## src/hw/rtl/dbsf_pkg.sv

```systemverilog
`timescale 1ns / 1ps

package dbsf_pkg;

  // default sizes
  localparam int NUM_BINS_DEF       = 1024;
  localparam int QUERY_POS_BITS_DEF = 16;

  // fixed field widths
  localparam int REF_POS_BITS  = 32;
  localparam int SEED_LEN_BITS = 5;
  localparam int BIN_W_BITS    = 16;
  localparam int THRESH_BITS   = 16;
  localparam int NUM_BINS_BITS = 11;
  localparam int COUNT_BITS    = 18;
  localparam int CFG_DATA_BITS = 32;
  localparam int CFG_ADDR_BITS = 4;

  // register reset values
  localparam logic [SEED_LEN_BITS-1:0] SEED_LEN_RST  = 5'd4;
  localparam logic [BIN_W_BITS-1:0]    BIN_WIDTH_RST = 16'd12;
  localparam logic [THRESH_BITS-1:0]   THRESH_RST    = 16'd8;
  localparam logic [NUM_BINS_BITS-1:0] NUM_BINS_RST  = 11'd1024;

  // register index within the config space
  typedef enum logic [1:0] {
    REG_SEED_LENGTH = 2'd0,
    REG_BIN_WIDTH   = 2'd1,
    REG_THRESHOLD   = 2'd2,
    REG_NUM_BINS    = 2'd3
  } reg_idx_e;

  // item opcodes
  typedef enum logic {
    OP_CLEAR = 1'b0,
    OP_HIT   = 1'b1
  } op_e;

  // configuration bundle
  typedef struct packed {
    logic [SEED_LEN_BITS-1:0] seed_length;
    logic [BIN_W_BITS-1:0]    bin_width;
    logic [THRESH_BITS-1:0]   threshold;
    logic [NUM_BINS_BITS-1:0] num_bins;
  } cfg_t;

  // controller to datapath commands
  typedef struct packed {
    logic load;
    logic clr_write;
    logic lim_calc;
    logic div_init;
    logic div_step;
    logic mem_read;
    logic mem_update;
  } dp_cmd_t;

  // datapath to controller status
  typedef struct packed {
    logic in_clear;
    logic in_below;
    logic over_limit;
    logic clr_done;
  } dp_sts_t;

endpackage

```

## src/hw/rtl/dbsf_ctrl.sv

```systemverilog
`timescale 1ns / 1ps

module dbsf_ctrl #(
  parameter int NUM_BINS = dbsf_pkg::NUM_BINS_DEF
) (
  input  logic              clk_i,
  input  logic              rst_ni,
  input  logic              start_i,
  input  dbsf_pkg::dp_sts_t sts_i,
  output dbsf_pkg::dp_cmd_t cmd_o,
  output logic              busy_o
);

  localparam int BIN_BITS = (NUM_BINS > 1) ? $clog2(NUM_BINS) : 1;
  localparam int CNT_BITS = $clog2(BIN_BITS + 1);

  typedef enum logic [6:0] {
    S_IDLE   = 7'b0000001,
    S_CLEAR  = 7'b0000010,
    S_LIMIT  = 7'b0000100,
    S_CHECK  = 7'b0001000,
    S_DIV    = 7'b0010000,
    S_READ   = 7'b0100000,
    S_UPDATE = 7'b1000000
  } state_e;

  state_e              state_q, state_d;
  logic [CNT_BITS-1:0] cnt_q, cnt_d;

  // next state and commands
  always_comb begin
    state_d = state_q;
    cnt_d   = cnt_q;
    cmd_o   = '0;
    case (state_q)
      S_IDLE: begin
        if (start_i) begin
          cmd_o.load = 1'b1;
          if (sts_i.in_clear) begin
            state_d = S_CLEAR;
          end else if (!sts_i.in_below) begin
            state_d = S_LIMIT;
          end
        end
      end
      S_CLEAR: begin
        cmd_o.clr_write = 1'b1;
        if (sts_i.clr_done) begin
          state_d = S_IDLE;
        end
      end
      S_LIMIT: begin
        cmd_o.lim_calc = 1'b1;
        state_d        = S_CHECK;
      end
      S_CHECK: begin
        cmd_o.div_init = 1'b1;
        cnt_d          = CNT_BITS'(BIN_BITS - 1);
        state_d        = sts_i.over_limit ? S_READ : S_DIV;
      end
      S_DIV: begin
        cmd_o.div_step = 1'b1;
        if (cnt_q == '0) begin
          state_d = S_READ;
        end else begin
          cnt_d = cnt_q - 1'b1;
        end
      end
      S_READ: begin
        cmd_o.mem_read = 1'b1;
        state_d        = S_UPDATE;
      end
      S_UPDATE: begin
        cmd_o.mem_update = 1'b1;
        state_d          = S_IDLE;
      end
      default: begin
        state_d = S_IDLE;
      end
    endcase
  end

  // state registers, reset starts with a clearing pass
  always_ff @(posedge clk_i or negedge rst_ni) begin
    if (!rst_ni) begin
      state_q <= S_CLEAR;
      cnt_q   <= '0;
    end else begin
      state_q <= state_d;
      cnt_q   <= cnt_d;
    end
  end

  assign busy_o = (state_q != S_IDLE);

  // a clear item always starts the sweep
  a_clear_start: assert property (@(posedge clk_i) disable iff (!rst_ni)
    (state_q == S_IDLE && start_i && sts_i.in_clear) |=> (state_q == S_CLEAR))
    else $error("clear item did not start the sweep");

  // division runs until its bit counter is exhausted
  a_div_len: assert property (@(posedge clk_i) disable iff (!rst_ni)
    (state_q == S_DIV && cnt_q != '0) |=> (state_q == S_DIV))
    else $error("division left early");

endmodule

```

## config.mk

```make
export PLATFORM = sky130hd
export DESIGN_NAME = dbsf_ctrl
export DESIGN_NICKNAME = d
export VERILOG_FILES = /design/src/hw/rtl/dbsf_pkg.sv /design/src/hw/rtl/dbsf_ctrl.sv
export SDC_FILE = /design/constraint.sdc
export NUM_CORES = 1
export LEC_CHECK = 0
export BUFFER_PORTS_ARGS = -buffer_cell sky130_fd_sc_hd__buf_2
export CORE_ASPECT_RATIO = 1.5
export CORE_MARGIN = 5
export CORE_UTILIZATION = 35
export DETAILED_ROUTE_END_ITERATION = 8
export GPL_ROUTABILITY_DRIVEN = 0
export SLEW_MARGIN = 0
export SYNTH_ARGS = -nofsm -noshare
export SYNTH_HDL_FRONTEND = slang
export SYNTH_SLANG_ARGS = --single-unit
```

## constraint.sdc

```tcl
create_clock -name clk_i -period 2.9 [get_ports clk_i]
set_input_delay 0.145 -clock clk_i [delete_from_list [all_inputs] [get_ports clk_i]]
set_output_delay 0.145 -clock clk_i [all_outputs]
set_load 0.03 [all_outputs]
```

==> results of run 1 <==
-- through the flow --
stage                     setup WS, ns   util  hold slack (ns)  instances  total power (uW)
after floorplan                  0.605      -           -0.151         71               584
after global placement           0.884  0.393           0.0313        103               645
after detailed placement         0.835  0.393           0.0339        103               652
after CTS                        0.591  0.411           0.0578        108               760
after global routing             0.507  0.411           0.0609        108               810
final                            0.594  0.411           0.0709        108               749
-- how the worst max path moves through the flow --
stage,cells past startpoint,end,slack (ns),start
floorplan,5,state_q[0],0.61,state_q[5]
global placement,4,cnt_q[2],0.88,state_q[5]
detailed placement,4,cnt_q[2],0.84,state_q[5]
CTS,4,cmd_o[6],0.59,state_q[5]
global route,4,cmd_o[6],0.51,state_q[5]
finish,4,cmd_o[6],0.59,state_q[5]
-- power by group through the flow --
stage          registers [uW]  clock network [uW]  logic [uW]
6_report                  272                 102         375
5_1_grt                   282                 116         412
4_1_cts                   272                 108         380
3_5_place_dp              274                   0         378
3_3_place_gp              274                   0         371
2_1_floorplan             232                   0         352
-- cell families after synthesis --
group,count (synthesis),synth area share
DFF,11,0.393
xor gates and xnor gates,2,0.0249
adders and majority gates,2,0.0356
AOI/OAI and AO/OA,12,0.112
and+or+nand+nor,33,0.338
muxes,2,0.0356
buffers and inverters,9,0.0605
-- registers in the layout, indices dropped and copies added (netlist names) --
| signal | flops |
|---|---|
| cnt_q | 4 |
| state_q | 7 |
-- placed cells by master, fill, tap and decap left out, types with 3 or more instances in the layout --
| cell type | n |
|---|---|
| nand2b_1 | 3 |
| nor3_1 | 6 |
| clkbuf_4 | 3 |
| dfrtp_1 | 10 |
| buf_2 | 14 |
| a21oi_1 | 5 |
| and4b_1 | 4 |
| nor2_1 | 5 |
| inv_1 | 5 |
-- metal layers --
layer,global-route usage,wire length [um]
met1,0.145,660
met3,0.0250,61
met4,0.0641,16
met5,0,0
met2,0.169,726
-- final cells by class --
type | count | area share
tap | 22 | 0.0338
inverter | 5 | 0.0231
sequential | 11 | 0.340
timing repair buffer | 15 | 0.0985
clock buffer | 4 | 0.0323
multi-input combinational | 51 | 0.472
-- what timing repair did --
action                                 CTS  global route
buffers inserted                         0             0
endpoints found under the hold margin   11             0
hold buffers                             1             0
setup endpoints to repair                0             0
==> results.txt, run 1 <==
----------------------------------------------------
[Power]
  Leak pwr ... 0.000406 uW
  Switching share of total power ... 0.438
  Max VDD drop ... about 460 uV
  PD cells ... roughly 920 nW/um^2
  Fraction of power consumed by the clock network ... 0.136
  Portion of total power attributed to combinational logic ... 0.501
  Switching Power ... around 330 uW
  Sequential power share ... 0.363
  Cell internal pwr ... approximately 420 uW

[Route]
  Detail Route Antenna Nets ... 0
  DRC viols ... 0
  Detailed-router iteration count before antenna repair ... 4
  Vias ... 572
  Final Routed Wirelength ... 1.46 mm
  Average vias per placed instance ... between 5 and 6
  Average wire per cell in the routed design ... 13.6 um
  1st-iter DRT viols ... 19

[Die]
  I/O pins ... 15
  Starting utilization of the core area ... 0.356
  Cell row count ... 20
  DIE AREA ... about 3000 um^2
  DIE HEIGHT ... about 65 um
  Die width ... ~47 um
  CORE AREA ... slightly below 2000 um^2

[Critical path]
  Required time at the worst-slack endpoint ... about 2.8 ns
  End of the worst register-to-register path ... cnt_q[2]
  Ordered cell list for the critical path ... or4_4 > or4b_4 > nor2_2 > buf_2
  Delay of the slowest cell on the worst path ... 0.60 ns
  FF-to-FF setup slack ... around 0.82 ns
  Slowest stage cell on the critical path ... or4_4
  Count of buffering cells on the critical path with inverters included ... 1
  Setup crit end kind ... output port
  CP Class ... flop to output port
  WP data arrival ... between 2 and 2.5 ns
  Largest delay share family, worst path ... simple AND/OR/NAND/NOR gates
  Depth of the most critical reg-to-reg path ... 4
  Max Fanout on Critical Path ... 7
  Startpoint types ... flop
  Reg-to-Reg Start ... state_q[5]

[Finish]
  Combined area of the multi-input logic cells ... 384 um^2
  Number of inserted filler cells in the final layout ... slightly above 200
  Share of layout cells above drive strength 1 ... 0.279
  Register area ... about 280 um^2
  Area growth from synthesis to final layout ... 15.7%
  Ant diodes ... 0
  Final nets ... 96
  Final non-filler cell area ... 813 um^2

[Synthesis]
  Library cell with the largest summed area after synthesis ... dfrtp_1
  Top cells by area in the synthesized netlist ... dfrtp_1 (36%), and4b_1 (5.7%), nor3_1 (4.3%)
  Post-synth top area share ... 0.356
  Gate count after technology mapping ... 71
  Syn Std Cell Area ... ~700 um^2
  Post-synth top cells ... dfrtp_1 (10), nor3_1 (6), a21oi_1 (5), inv_1 (5), nor2_1 (5)
  Part of the Yosys area used for sequential elements ... 0.393
  Synthesized Nets ... 80
  Most frequent cell after synthesis ... dfrtp_1
  Post-synthesis sequential element count ... 11
  Post-Synthesis Mean Instance Area ... between 9 and 10 um^2
  Fraction of registers with async set/reset ... 1.00
  Post-synthesis cell type count ... 35
  Count of flip-flops with a built-in enable after synthesis ... 0
  Number of warning messages in the yosys log ... 0
  Top flip-flop cell by instance count after synthesis ... dfrtp_1

[Clock network]
  Clock tree sinks ... 11
  Number of buffers added by the clock tree synthesis step ... 3
  Clock tree from TritonCTS ... yes
  Worst-case clock buffer depth ... 2
  Latest clock arrival within the worst-skew pair ... 0.26 ns
  Cells resized by post-CTS repair ... 0
  H-tree level count ... 1
  Root buffer cell ... clkbuf_4
  Clock transition at the registers of the reported paths ... 0.07 ns

[Timing]
  Final hold violations ... 0
  Min Tclk post-route ... around 2.3 ns
  Worst slew slack as a fraction of its limit ... 0.685
  Final total negative setup slack ... 0 ns
  Setup Skew ... between 0.0006 and 0.0007 ns
  Final cycle utilization of the critical path ... 0.795
  Setup repair after global routing missed its margin ... false
  Count of final setup violators ... 0
  Max Transition Viols Final ... 0
  Slew @ Worst Pin ... between 0.4 and 0.5 ns
  Highest attainable clock frequency ... ~430 MHz

[Run status]
  Status ... completed

[GRT]
  Number of global-route vias before repair ... around 560
  Wire length of the first global-routing pass ... 2.46 mm
  Antenna violations before repair ... 0
  Overall global routing resource usage ... 0.113
  Pin count of the biggest net entering global routing ... 12
  Overflow after GRT ... 0

[Placed design]
  Placed wire-length estimate after detailed placement ... ~1.1 mm
  Quantity of I/O buffers inserted on ports ... 14
  Total placed instance area ... approximately 800 um^2

[Min path]
  Worst hold path stage count ... 2
  Worst Min Path Start ... sts_i[3]
  Path type of the worst min-delay path ... input port to flop
  Hold EP ... state_q[2]

[Run]
  Max-cap violations ... 0

----------------------------------------------------
(Power assumes the default switching activity.)
==> inputs of run 2 (changes only) <==
clock period = 2.4 ns   (was 2.9 ns; I/O delays follow)
==> results.txt, run 2 (synthesized netlist as in run 1, its figures left out) <==
----------------------------------------------------
[Run status]
  Status ... completed

[Clock network]
  Clock tree sinks ... 11 (unchanged)
  Worst-case clock buffer depth ... 2 (unchanged)
  Hold-fix buffer count after cts ... 1 (unchanged)
  Number of buffers added by the clock tree synthesis step ... 3 (unchanged)
  Cells resized by post-CTS repair ... 0 (unchanged)
  Latest clock arrival within the worst-skew pair ... 0.27 ns (about the same)
  Post-CTS Setup Repair Bufs ... 0 (unchanged)
  H-tree level count ... 1 (unchanged)
  Clock transition at the registers of the reported paths ... 0.07 ns (about the same)
  Root buffer cell ... clkbuf_4
  Clock tree from TritonCTS ... yes

[Timing]
  Final cycle utilization of the critical path ... 0.953
  Final hold violations ... 0 (unchanged)
  Worst hold-check slack ... 0.0426 ns (-0.0283 ns)
  Setup Skew ... 0.00422 ns (+0.00358 ns)
  PnR worst setup slack ... 0.112 ns (-0.482 ns)
  Setup repair after global routing missed its margin ... false
  Min Tclk post-route ... 2.29 ns
  Final total negative setup slack ... 0 ns (unchanged)
  Highest attainable clock frequency ... between 400 and 500 MHz
  Worst slew slack as a fraction of its limit ... 0.660 (-0.0254)
  Slew @ Worst Pin ... 0.507 ns (+0.0379 ns)
  Max Transition Viols Final ... 0 (unchanged)
  Count of final setup violators ... 0 (unchanged)

[GRT]
  Antenna violations before repair ... 0 (unchanged)
  Pin count of the biggest net entering global routing ... 12 (unchanged)
  Overall global routing resource usage ... 0.122 (+0.00873)
  Wire length of the first global-routing pass ... 2.64 mm (+7.6%)
  Number of global-route vias before repair ... 630 (+13%)
  Overflow after GRT ... 0 (unchanged)

[Min path]
  Hold EP ... state_q[2]
  Worst Min Path Start ... sts_i[3]
  Path type of the worst min-delay path ... input port to flop
  Worst hold path stage count ... 2 (unchanged)

[Finish]
  Biggest registers after layout ... state_q: 7 flops, cnt_q: 4 flops
  Most frequent cells in the layout ... buf_2 (14), dfrtp_1 (10), nor3_1 (6)
  Most common library cell in the layout ignoring fill and taps ... buf_2
  Final core occ ... 0.411 (unchanged)
  Area growth from synthesis to final layout ... 15.7% (unchanged)
  Final nets ... 96 (unchanged)
  Register bank with the most flops ... state_q
  Share of layout cells above drive strength 1 ... 0.279 (unchanged)
  Final non-filler cell area ... 813 um^2 (unchanged)
  Number of inserted filler cells in the final layout ... 196 (-3.0%)
  Ant diodes ... 0 (unchanged)
  Max reg flops ... 7 (unchanged)

[Critical path]
  Largest delay share family, worst path ... simple AND/OR/NAND/NOR gates
  Max Fanout on Critical Path ... 7 (unchanged)
  Depth of the most critical reg-to-reg path ... 4 (unchanged)
  FF-to-FF setup slack ... 0.32 ns (-0.50 ns)
  Delay of the slowest cell on the worst path ... 0.59 ns (about the same)
  Slowest stage cell on the critical path ... or4_4
  Number of cells on the critical path ... 4 (unchanged)
  CP Class ... flop to output port
  Count of buffering cells on the critical path with inverters included ... 1 (unchanged)
  Setup crit end kind ... output port
  End of the worst register-to-register path ... cnt_q[2]
  Startpoint types ... flop
  WP data arrival ... 2.17 ns (about the same)
  Reg-to-Reg Start ... state_q[5]
  Required time at the worst-slack endpoint ... 2.28 ns (-0.48 ns)
  Ordered cell list for the critical path ... or4_4 > or4b_4 > nor2_2 > buf_2

[Die]
  I/O pins ... 15 (unchanged)
  CORE AREA ... 1980 um^2 (unchanged)
  Cell row count ... 20 (unchanged)
  DIE AREA ... 3020 um^2 (unchanged)
  DIE HEIGHT ... 64.9 um (unchanged)
  Starting utilization of the core area ... 0.356 (unchanged)
  Die width ... 46.6 um (unchanged)

[Placed design]
  Total placed instance area ... 777 um^2 (unchanged)
  Quantity of I/O buffers inserted on ports ... 14 (unchanged)
  Dpl ws ... 0.324 ns (-0.512 ns)
  Placed wire-length estimate after detailed placement ... 1.13 mm (+1.1%)

[Route]
  Detail Route Antenna Nets ... 0 (unchanged)
  Average wire per cell in the routed design ... 13.8 um (+1.9%)
  Vias ... 598 (+4.5%)
  DRC viols ... 0 (unchanged)
  Detailed-router iteration count before antenna repair ... 4 (unchanged)
  Average vias per placed instance ... 5.54 (+4.5%)
  Final Routed Wirelength ... 1.49 mm (+1.9%)
  1st-iter DRT viols ... 5 (-14)

[Run]
  Max-cap violations ... 0 (unchanged)

[Power]
  Leak pwr ... 0.000406 uW (unchanged)
  Max VDD drop ... 405 uV (-12%)
  PD cells ... 1120 nW/um^2 (+21%)

----------------------------------------------------
run 2: metrics by stage:
stage / std cells / total power (uW)
2_1_floorplan: 71 / 706
3_3_place_gp: 103 / 785
3_5_place_dp: 103 / 785
4_1_cts: 108 / 922
5_1_grt: 108 / 984
6_report: 108 / 908
run 2: area by class of cell:
class	count	area [um^2]	share of cell area
clock buffer	4	26.3	0.0323
inverter	5	18.8	0.0231
multi-input combinational	51	384	0.472
sequential	11	277	0.340
tap	22	27.5	0.0338
timing repair buffer	15	80.1	0.0985
run 2: worst max-delay path by stage:
| stage | from | to | slack (ns) |
|---|---|---|---|
| after global placement | state_q[5] | cnt_q[2] | 0.39 |
| final | state_q[5] | cmd_o[6] | 0.11 |
| after floorplan | state_q[5] | state_q[0] | 0.11 |
| after detailed placement | state_q[5] | cnt_q[2] | 0.32 |
| after global routing | state_q[5] | cmd_o[6] | 0.01 |
| after CTS | state_q[5] | cmd_o[6] | 0.10 |
run 2: report_power, final:
part	switching [uW]	leakage (uW)	internal (uW)
clock network	61.8	0.0000150	64.4
logic	255	0.000249	199
registers	83.6	0.000142	244
run 2: per-layer routing:
metal / GRT usage / share of wire
met3: 0.0278 / 0.061
met5: 0 / 0
met2: 0.186 / 0.49
met4: 0.0890 / 0.025
met1: 0.141 / 0.42
